### src/rtl/mrhl_pkg.sv
// Shared constants, register codes and controller/datapath interface types
// for the mean-reversion half-life block. No dependencies.
package mrhl_pkg;

  // Default sizing
  localparam int DEF_MAX_WINDOW  = 1024;
  localparam int DEF_MAX_HORIZON = 64;
  localparam int DEF_PRICE_BITS  = 31;

  // Register file
  localparam int CFG_ADDR_BITS = 3;
  localparam logic REG_WINDOW_LENGTH = 1'b0;
  localparam logic REG_HORIZON       = 1'b1;
  localparam logic [9:0] WINDOW_LENGTH_RESET = 10'd50;
  localparam logic [6:0] HORIZON_RESET       = 7'd10;

  localparam int SEEN_BITS = 11;
  localparam int RESULT_BITS = 7;

  // Commands from the controller to the datapath
  typedef struct packed {
    logic start;      // take the new close, add it to the window sum
    logic sum_read;   // read one ring entry for the window update
    logic sum_acc;    // fold that entry into the window sum
    logic mul_dev;    // form n * c
    logic abs_dev;    // form the deviation of the new bar
    logic age_read;   // read one pending bar
    logic age_mul;    // form count * c for it
    logic age_cmp;    // test for reversion and write back
    logic emit_read;  // read the bar that leaves the horizon
    logic emit_load;  // load its half life into the output register
    logic store;      // file the new bar and advance pointers
  } cmd_t;

  // Status from the datapath to the controller
  typedef struct packed {
    logic sum_done;
    logic age_done;
    logic emit_needed;
    logic out_free;
  } status_t;

endpackage

### src/rtl/mrhl_ctrl.sv
// Sequencing state machine for the half-life block.
// Depends on mrhl_pkg for the command and status structs.
module mrhl_ctrl (
  input  logic              clk,
  input  logic              rst,
  input  logic              price_valid,
  output logic              price_stall,
  input  mrhl_pkg::status_t status,
  output mrhl_pkg::cmd_t    cmd
);
  import mrhl_pkg::*;

  typedef enum logic [3:0] {
    IDLE, SUM_CHK, SUM_ACC, MUL_DEV, ABS_DEV,
    AGE_CHK, AGE_MUL, AGE_CMP, EMIT_RD, EMIT_WAIT, STORE
  } state_t;

  state_t state;

  assign price_stall = (state != IDLE);

  // Advance the sequence
  always_ff @(posedge clk) begin
    if (rst) begin
      state <= IDLE;
    end else begin
      unique case (state)
        IDLE:      if (price_valid) state <= SUM_CHK;
        SUM_CHK:   state <= status.sum_done ? MUL_DEV : SUM_ACC;
        SUM_ACC:   state <= SUM_CHK;
        MUL_DEV:   state <= ABS_DEV;
        ABS_DEV:   state <= AGE_CHK;
        AGE_CHK:   state <= status.age_done ? EMIT_RD : AGE_MUL;
        AGE_MUL:   state <= AGE_CMP;
        AGE_CMP:   state <= AGE_CHK;
        EMIT_RD:   state <= status.emit_needed ? EMIT_WAIT : STORE;
        EMIT_WAIT: if (status.out_free) state <= STORE;
        STORE:     state <= IDLE;
        default:   state <= IDLE;
      endcase
    end
  end

  // Decode commands
  always_comb begin
    cmd = '0;
    unique case (state)
      IDLE:      cmd.start     = price_valid;
      SUM_CHK:   cmd.sum_read  = !status.sum_done;
      SUM_ACC:   cmd.sum_acc   = 1'b1;
      MUL_DEV:   cmd.mul_dev   = 1'b1;
      ABS_DEV:   cmd.abs_dev   = 1'b1;
      AGE_CHK:   cmd.age_read  = !status.age_done;
      AGE_MUL:   cmd.age_mul   = 1'b1;
      AGE_CMP:   cmd.age_cmp   = 1'b1;
      EMIT_RD:   cmd.emit_read = status.emit_needed;
      EMIT_WAIT: cmd.emit_load = status.out_free;
      STORE:     cmd.store     = 1'b1;
      default:   cmd = '0;
    endcase
  end

endmodule

### config.mk
export PLATFORM = sky130hd
export DESIGN_NAME = mrhl_ctrl
export DESIGN_NICKNAME = d
export VERILOG_FILES = /design/src/rtl/mrhl_pkg.sv /design/src/rtl/mrhl_ctrl.sv
export SDC_FILE = /design/constraint.sdc
export NUM_CORES = 1
export LEC_CHECK = 0
export ABC_AREA = 0
export BUFFER_PORTS_ARGS = -buffer_cell sky130_fd_sc_hd__clkbuf_2
export CAP_MARGIN = 10
export CORE_AREA = 3 3 40 42
export CTS_CLUSTER_DIAMETER = 30
export DETAILED_ROUTE_END_ITERATION = 12
export DIE_AREA = 0 0 43 45
export GPL_TIMING_DRIVEN = 0
export PLACE_DENSITY = 0.62
export REMOVE_ABC_BUFFERS = 1
export SLEW_MARGIN = 10
export SYNTH_ARGS = -nofsm -noshare
export SYNTH_HDL_FRONTEND = slang
export SYNTH_SLANG_ARGS = --single-unit
### constraint.sdc
create_clock -name clk -period 1.3 [get_ports clk]
set_clock_uncertainty 0.05 [all_clocks]
set_input_delay 0.195 -clock clk [delete_from_list [all_inputs] [get_ports clk]]
set_output_delay 0.195 -clock clk [all_outputs]
set_load 0.02 [all_outputs]
After elaboration in Yosys (flattened, before gate mapping)
Index checks and enable logic that the tools add are counted.
{ "word_totals": {"reg_bits": 4, "latch_bits": 0, "ram_bits": 0, "rom_bits": 0, "inputBits": 7, "output_inout_bits": 12, "word_cells": 36, "n_memories": 0} }
{ "op_classes": {"n_addsub": 0, "mul": 0, "div": 0, "order_cmp": 0, "eq_ne": 12, "n_shift": 0, "mux": 17, "bitwise": 0, "n_reduce_logical": 6} }
{ "ops": {"columns": ["cell", "n"], "rows": [
  ["4-bit one-hot mux with 9 select lines", 1],
  ["4-bit by 3-bit equality test with 1-bit output, second input constant", 4],
  ["4-bit equality test, second input constant", 3],
  ["1-bit 2-to-1 mux", 12],
  ["4-bit 2-to-1 mux", 3],
  ["4-bit by 2-bit equality test with 1-bit output, second input constant", 2],
  ["4-bit by 1-bit equality test with 1-bit output, second input constant", 1],
  ["4-bit zero test", 1],
  ["2-bit inequality test, second input constant", 2],
  ["4-bit nonzero test", 1],
  ["1-bit zero test", 2],
  ["2-bit 2-to-1 mux", 1],
  ["2-bit AND reduction", 1],
  ["2-bit OR reduction", 1]
]} }

Depth between registers and ports, before layout
Gate-level depths: netlist (run 1).
{ "depth": {"ltp_word": 3, "depth_mapped": 5, "mapped_depth_nobuf": 4} }

Worst setup path after synthesis (run 1)
OpenSTA, ideal clock, no wires.
{ "synth_path": {"kind": "flip-flop to output port", "startpoint": "register state[3]", "endpoint": "output port cmd[5] (netlist name)", "arrival_time_ns": 1.225, "required_time_ns": 1.055, "setup_slack_ns": -0.170, "stages_incl_launch_ff": 3, "path_buffers": 1, "cell_sequence": "dfxtp_1 buf_2 nor4_1"} }
{ "synth_lines": {"columns": ["item", "line", "source"], "rows": [
  ["from (decl)", "mrhl_ctrl.sv:18", "state_t state;"],
  ["from (signal assigned)", "mrhl_ctrl.sv:29", "SUM_CHK: state <= status.sum_done ? MUL_DEV : SUM_ACC;"],
  ["from (signal assigned)", "mrhl_ctrl.sv:33", "AGE_CHK: state <= status.age_done ? EMIT_RD : AGE_MUL;"],
  ["from (signal assigned)", "mrhl_ctrl.sv:36", "EMIT_RD: state <= status.emit_needed ? EMIT_WAIT : STORE;"],
  ["to (decl)", "mrhl_ctrl.sv:9", "output mrhl_pkg::cmd_t cmd"]
]} }

==> metrics.csv, run 1 <==
metric;value;unit
P per Cell Area;764.1;mW/mm^2
first-pass iteration count of the detailed router;4;
Top reg by flops;state;
clock power share;22.4;%
core area;0.001285;mm^2
Max FO, Critical Path;4;
slowest library cell on the worst path;dfxtp_4;
maximum buffer depth of the clock tree;2;
Peak supply drop;0.2920;mV
setup TNS;-0.5885;ns
max cap viols;0;
top flop regs;state: 4 flops;
overall die area;0.001935;mm^2
combinational share of power;53.7;%
Synth Register Bits;4;
PnR worst setup slack;-0.09926;ns
Filler cells;109;
status;complete, but fails checks;
P_int;425.2;uW
clk sinks;4;
Layout Cells excl Fill;103;
Main synth FF type;dfxtp_1;
HP Start;rst;
Post-synth EDFFs;0;
Initial DRC Count;10;
clk_lat worst skew;0.23;ns
final setup fails;9;
Slew @ Worst Pin;0.2155;ns
fmax;714.7;MHz
CTS clk-pin slew, worst paths;0.04;ns
total number of vias;547;
DP HPWL;685.7;um
utilization after layout;66.11;%
Worst path max stage delay;0.38;ns
Final Wtd Congestion;0.6903;
failing checks;setup timing;
Post-synth ARST share;0;%
Multi-input gate area;375.4;um^2
Yosys top cell area share;19.39;%
fin crit period;1.399;ns
most frequent cells after synthesis;nand2_1, nand2b_1, dfxtp_1, nor2_1, nor3_1;
Yosys top cell by area;dfxtp_1;
largest net degree at the start of global routing;8;
final hold slack;0.1247;ns
IO buf count;18;
Seq/Total Area, Yosys;19.39;%
Die H;45;um
I/O pin count;19;
CTS root buf;clkbuf_4;
TritonCTS buffer count;3;
number of H-tree levels;1;
vias in the first global route;513;
Largest register FFs;4;
Distinct cells, synth;27;
share of cells above drive strength 1;80.68;%
Hold WC Path Type;in2reg;
final net count;97;
number of core rows;13;
drt via density;5.311;
Mapped Area;412.9;um^2
Req. time, crit path;1.05;ns
critical path buffer and inverter count;1;
ANT nets after route;0;
Hold Fails Final Rpt;0;
crit path from;state[1];
startpoint types;flop;
overall routed net length;1.423;mm
Arrival @ worst endpoint;1.15;ns
routed length per instance;13.82;um
Placed Instances;80;
Antenna Cells;0;
TritonCTS clock tree;done;
Overall Power;649.2;uW
largest cells by area after synthesis;dfxtp_1, nand2b_1, o31ai_4;
switching power;224.0;uW
Initial Util;32.13;%
Final Cycle Share;107.6;%
crit path cell chain;and2b_1 -> and4b_2 -> buf_8;
Flop pwr share;23.9;%
CTS Hold Buffers Added;0;
r2r startpoint;state[3];
sw frac;34.50;%
grt total ovfl;0;
DIE WIDTH;43;um
P_leak;0.3663;nW
endpoint class of the critical path;output port;
Max Slew Vio Count;0;
Seq. cell area;95.09;um^2
DR DRC count;0;
Area Overhead vs Synth;105.8;%
RSZ-0062 raised after global routing;true;
first-pass GRT wire length;2.014;mm
headroom to the max-slew limit;85.63;%
cells after synthesis;51;
Yosys warnings;0;
Avg Inst Size Synth;8.096;um^2
GRT Total Usage;13.81;%
initial antenna violation count;0;
CP top delay family;simple AND/OR/NAND/NOR gates;
kind of critical path;reg2out;
==> path summary, 6_finish.rpt <==
kind | end | slack (ns) | cells after the start
min reg2reg | state[2] | 0.58 | 2
min | state[1] | 0.12 | 2
max | cmd[1] | -0.1 | 3
max reg2reg | state[0] | 0.02 | 5
==> placed cells by master (no fill, tap or decap), drive strengths merged, types with 2 or more instances in the layout <==
master	count
nand2	5
and3	3
a21oi	3
inv	2
a211oi	3
nand2b	6
dfxtp	4
buf	31
nor2	4
nor4	2
nor3	4
clkbuf	10
==> power groups by stage <==
| stage | Sequential [mW] | Combinational (mW) | Clock, mW |
|---|---|---|---|
| final | 0.155 | 0.349 | 0.146 |
| after global routing | 0.158 | 0.369 | 0.155 |
| after CTS | 0.155 | 0.274 | 0.150 |
| after detailed placement | 0.170 | 0.154 | 0 |
| after global placement | 0.170 | 0.152 | 0 |
| after floorplan | 0.160 | 0.109 | 0 |
==> layer usage <==
layer  up-vias  GRT usage (%)  routed length [um]
met1       262          16.35                 534
li1        259              -                   -
met5         -              0                   0
met4         0          9.639                  36
met3         4              0                  68
met2        22          24.55                 783
==> metrics by stage <==
step	area [um^2]	worst slack, ns
floorplan	371.6	-0.1992
global placement	480.5	-0.2292
detailed placement	480.5	-0.2253
CTS	732.0	-0.1519
global route	849.6	-0.1384
finish	849.6	-0.09926
==> cell families (layout without fill, tap and decap cells) <==
family / after synthesis / count (layout) / synth area share (%)
flip-flops: 4 / 4 / 19.39
buffers and inverters: 6 / 43 / 11.82
AO/OA/AOI/OAI: 11 / 11 / 24.85
AND/OR/NAND/NOR: 30 / 30 / 43.94
==> cell type report <==
class                   instances  area share (%)
flip-flops and latches          4           11.19
repair buffers                 38           38.88
clock buffers                   3           2.651
multi-input cells              41           44.18
well taps                      15           2.209
inverters                       2          0.8837
==> repair_timing <==
item | in CTS | in global routing
resized for setup | 30 | 29
endpoints found under the setup margin | 14 | 13
pin swaps | 4 | 9
buffers inserted | 15 | 5
(Power assumes the default switching activity.)
==> inputs of run 2 (changes only) <==
--- a/config.mk
+++ b/config.mk
@@ -15,6 +15,7 @@
 export GPL_TIMING_DRIVEN = 0
 export PLACE_DENSITY = 0.62
 export REMOVE_ABC_BUFFERS = 1
+export SETUP_SLACK_MARGIN = 0.15
 export SLEW_MARGIN = 10
 export SYNTH_ARGS = -nofsm -noshare
 export SYNTH_HDL_FRONTEND = slang
==> constraint.sdc (replaced) <==
create_clock -name clk -period 1.3 [get_ports clk]
set_clock_uncertainty 0.05 [all_clocks]
set_input_delay 0 -clock clk [delete_from_list [all_inputs] [get_ports clk]]
set_output_delay 0 -clock clk [all_outputs]
set_load 0.02 [all_outputs]
==> run 2 against run 1 <==
Compared with the run above:
- the run now ends clean
- register-to-register slack improved by 0.08 ns
- first-iteration DRC count decreased by 80%
- worst setup slack improved by 0.18 ns
- hold slack got worse by 0.092 ns
- clock-buffer cell count unchanged
- fmax increased by 15%
- critical endpoint unchanged
==> metrics.csv, run 2 (same netlist as run 1, synthesis figures left out) <==
metric;value;unit
GRT Total Usage;11.31;%
final net count;88;
routed length per instance;12.95;um
first-pass GRT wire length;1.669;mm
number of H-tree levels;1;
clk_lat worst skew;0.23;ns
Arrival @ worst endpoint;1.17;ns
Worst path max stage delay;0.38;ns
RSZ-0062 raised after global routing;true;
Initial DRC Count;2;
Max Slew Vio Count;0;
Req. time, crit path;1.25;ns
Placed Area;480.5;um^2
P_leak;0.3140;nW
fmax;818.5;MHz
crit path cell chain;and2b_1 -> and4b_2 -> buf_8;
slowest library cell on the worst path;dfxtp_4;
Max FO, Critical Path;4;
TritonCTS buffer count;3;
Antenna Cells;0;
total number of vias;475;
most frequent cells in the layout;buf_4, clkbuf_2, buf_6;
clk sinks;4;
Hold WC Path Type;in2reg;
IO buf count;18;
Top reg by flops;state;
core area;0.001285;mm^2
clock power share;25.3;%
number of core rows;13;
DIE WIDTH;43;um
Filler cells;127;
first-pass iteration count of the detailed router;4;
PnR worst setup slack;0.07832;ns
P_int;378.5;uW
sw frac;34.71;%
overall routed net length;1.217;mm
Final Wtd Congestion;0.6903;
Slew @ Worst Pin;0.2194;ns
final instance area;725.7;um^2
DR DRC count;0;
most common cell after layout, fill and taps aside;buf_4;
Die H;45;um
DP Worst Slack;-0.1600;ns
fin crit period;1.222;ns
vias in the first global route;422;
CTS root buf;clkbuf_4;
top flop regs;state: 4 flops;
largest net degree at the start of global routing;14;
utilization after layout;56.48;%
Flop pwr share;27.1;%
final setup fails;0;
Multi-input gate area;341.6;um^2
P per Cell Area;798.8;mW/mm^2
max cap viols;0;
TritonCTS clock tree;done;
I/O pin count;19;
ANT nets after route;0;
initial antenna violation count;0;
startpoint types;flop;
Hold Fails Final Rpt;0;
headroom to the max-slew limit;85.37;%
Area Overhead vs Synth;75.76;%
Peak supply drop;0.3782;mV
Seq. cell area;95.09;um^2
CTS clk-pin slew, worst paths;0.04;ns
Initial Util;32.13;%
Final Cycle Share;93.98;%
DP HPWL;685.7;um
overall die area;0.001935;mm^2
switching power;201.2;uW
endpoint class of the critical path;output port;
drt via density;5.053;
kind of critical path;reg2out;
grt total ovfl;0;
share of cells above drive strength 1;70.89;%
Largest register FFs;4;
status;finished clean;
maximum buffer depth of the clock tree;2;
combinational share of power;47.5;%
## run 2: final timing paths
kind / from / cells past startpoint / to / slack (ns)
hold reg to reg: state[2] / 2 / state[3] / 0.54
setup / recovery: state[1] / 3 / cmd[1] / 0.08
hold / removal: status[2] / 3 / state[3] / 0.03
setup reg to reg: state[1] / 3 / state[0] / 0.10
## run 2: worst max-delay path: cells and delay by family, from the launching register on
kind	cells	cell delay, ns
buf+inv	1	0.13
simple gates	2	0.44
flops	1	0.38
## run 2: final cells by class
type	count	area share (%)
multi-input cells	41	47.07
repair buffers	29	33.10
inverters	2	1.034
flip-flops and latches	4	13.10
clock buffers	3	3.103
well taps	15	2.586
## run 2: metal layers
metal / routed length, um / global-route usage, %
met3: 49 / 1.195
met2: 584 / 19.46
met5: 0 / 0
met4: 0 / 5.422
met1: 583 / 14.18
## run 2: power groups by stage
stage	Sequential (mW)	Clock [mW]	Combinational, mW
floorplan	0.160	0	0.109
global placement	0.170	0	0.152
detailed placement	0.170	0	0.154
CTS	0.168	0.150	0.192
global route	0.159	0.162	0.296
finish	0.157	0.147	0.276
## run 2: repair_timing
| item | in CTS | in global routing |
|---|---|---|
| endpoints found under the hold margin | 4 | 0 |
| resized for setup | 19 | 29 |
| pin swaps | 4 | 7 |
| hold buffers | 1 | 0 |
| buffers inserted | 3 | 7 |
| setup endpoints to repair | 14 | 13 |
## run 2: per-stage QoR
stage	hold slack (ns)	TNS (ns)	std cells	power, mW
final	0.03317	0	94	0.5797
after global routing	0.04443	0	94	0.6172
after CTS	0.02380	0	87	0.5097
after detailed placement	0.1679	-0.2448	80	0.3233
after global placement	0.1697	-0.2567	80	0.3214
after floorplan	0.01465	-0.004158	47	0.2692
==> inputs of run 3 (changes only) <==
--- a/config.mk
+++ b/config.mk
@@ -13,7 +13,7 @@
 export DETAILED_ROUTE_END_ITERATION = 12
 export DIE_AREA = 0 0 43 45
 export GPL_TIMING_DRIVEN = 0
-export PLACE_DENSITY = 0.62
+export PLACE_DENSITY_LB_ADDON = 0.25
 export REMOVE_ABC_BUFFERS = 1
 export SETUP_SLACK_MARGIN = 0.15
 export SLEW_MARGIN = 10
==> run 3 against run 2 <==
Compared with the run above:
- non-clock buffer count rose by 5
- clock-buffer cell count did not move
- final cell count rose by 5.3%
- wire length rose by 12%
- register-to-register slack got worse by 0.04 ns
- first-iteration DRC count rose to 6.5 times the previous value
- critical path type unchanged
- highest routed layer unchanged
==> metrics.csv, run 3 (same netlist as run 1, synthesis figures left out) <==
metric;value;unit
status;finished clean;
GRT Total Usage;14.81;%
max cap viols;0;
Layout Cells excl Fill;99;
TritonCTS clock tree;done;
Worst path max stage delay;0.39;ns
first-pass GRT wire length;2.145;mm
IO buf count;18;
crit path from;state[1];
most frequent cells in the layout;buf_4, clkbuf_2, buf_6;
Req. time, crit path;1.25;ns
fin crit period;1.245;ns
stages on the worst setup path;3;
P_leak;0.3534;nW
Worst R2R Path Depth;3;
critical path buffer and inverter count;1;
Hold Fails Final Rpt;0;
r2r startpoint;state[1];
total number of vias;512;
final net count;93;
final setup fails;0;
CTS clk-pin slew, worst paths;0.04;ns
r2r endpoint;state[0];
crit path cell chain;and2b_1 -> and4b_2 -> clkbuf_8;
RSZ-0062 raised after global routing;true;
initial antenna violation count;0;
overall routed net length;1.361;mm
largest net degree at the start of global routing;10;
Hold Path Stages;3;
DP Worst Slack;-0.1599;ns
endpoint class of the critical path;output port;
share of cells above drive strength 1;76.19;%
maximum buffer depth of the clock tree;2;
Arrival @ worst endpoint;1.20;ns
top flop regs;state: 4 flops;
final instance area;795.8;um^2
crit path capture;cmd[1];
TritonCTS buffer count;3;
Final Wtd Congestion;0.7259;
CTS root buf;clkbuf_4;
ANT nets after route;0;
Max FO, Critical Path;6;
Top reg by flops;state;
number of core rows;13;
kind of critical path;reg2out;
CP top delay family;simple AND/OR/NAND/NOR gates;
Seq. cell area;95.09;um^2
Placed Instances;80;
clk_lat worst skew;0.23;ns
DIE WIDTH;43;um
Peak supply drop;0.3578;mV
P per Cell Area;759.2;mW/mm^2
Hold WC Path Type;in2reg;
core area;0.001285;mm^2
Area Overhead vs Synth;92.73;%
Slew @ Worst Pin;0.2328;ns
vias in the first global route;489;
fmax;802.9;MHz
Placed Area;480.5;um^2
headroom to the max-slew limit;84.48;%
DP HPWL;714.1;um
overall die area;0.001935;mm^2
routed length per instance;13.75;um
Final Cycle Share;95.81;%
drt via density;5.172;
startpoint types;flop;
grt total ovfl;0;
r2r setup slk;0.06;ns
most common cell after layout, fill and taps aside;buf_4;
I/O pin count;19;
first-pass iteration count of the detailed router;4;
Max Slew Vio Count;0;
Initial DRC Count;13;
Antenna Cells;0;
PnR worst setup slack;0.05453;ns
Filler cells;110;
DR DRC count;0;
clk sinks;4;
Die H;45;um
Multi-input gate area;379.1;um^2
Largest register FFs;4;
number of H-tree levels;1;
slowest library cell on the worst path;dfxtp_4;
Initial Util;32.13;%
==> run 3: per-layer routing <==
layer / GRT usage [%] / vias to the layer above / wire, um
li1: - / 257 / -
met3: 1.594 / 0 / 40
met5: 0 / - / 0
met4: 8.434 / 0 / 0
met1: 19.23 / 242 / 596
met2: 23.95 / 13 / 725
==> run 3: worst min-delay path: stages <==
cell	delay (ns)
clkbuf_2	0.12
nand4b_1	0.11
a211oi_2	0.06
==> run 3: stage by stage <==
stage | hold slack, ns | power (mW) | TNS, ns | util [%]
final | 0.04248 | 0.6041 | 0 | 61.93
after CTS | 0.02588 | 0.5669 | 0 | 55.40
after global placement | 0.1811 | 0.3223 | -0.2948 | 37.39
after floorplan | 0.01465 | 0.2692 | -0.004158 | -
after global routing | 0.05301 | 0.6478 | -0.005928 | 61.93
after detailed placement | 0.1781 | 0.3246 | -0.2946 | 37.39
==> run 3: where the power goes <==
| group | total, mW | switching, mW | internal (mW) | leakage (nW) |
|---|---|---|---|---|
| clock network | 0.151 | 0.0479 | 0.103 | 0.0138 |
| registers | 0.159 | 0.0266 | 0.133 | 0.0356 |
| logic | 0.294 | 0.144 | 0.149 | 0.304 |
| total | 0.604 | 0.219 | 0.385 | 0.353 |
==> run 3: what timing repair did <==
action                     in CTS  in global routing
setup endpoints to repair      14                 16
pin swaps                       8                  6
hold buffers                    1                  0
buffers inserted               15                  0
hold endpoints to repair        4                  0
gates resized for setup        29                 29
==> run 3: layout make-up <==
cell class | instances | share of cell area (%)
flip-flops and latches | 4 | 11.95
clock buffers | 3 | 2.830
inverters | 2 | 0.9434
repair buffers | 34 | 34.28
multi-input cells | 41 | 47.64
well taps | 15 | 2.358
==> run 3: worst min-delay path by stage <==
| stage | endpoint | start | slack [ns] |
|---|---|---|---|
| 6_report | state[3] | status[2] | 0.04 |
| 5_1_grt | state[3] | status[2] | 0.05 |
| 3_5_place_dp | state[1] | rst | 0.18 |
| 3_3_place_gp | state[1] | rst | 0.18 |
| 4_1_cts | state[3] | status[2] | 0.03 |
| 2_1_floorplan | state[1] | rst | 0.01 |
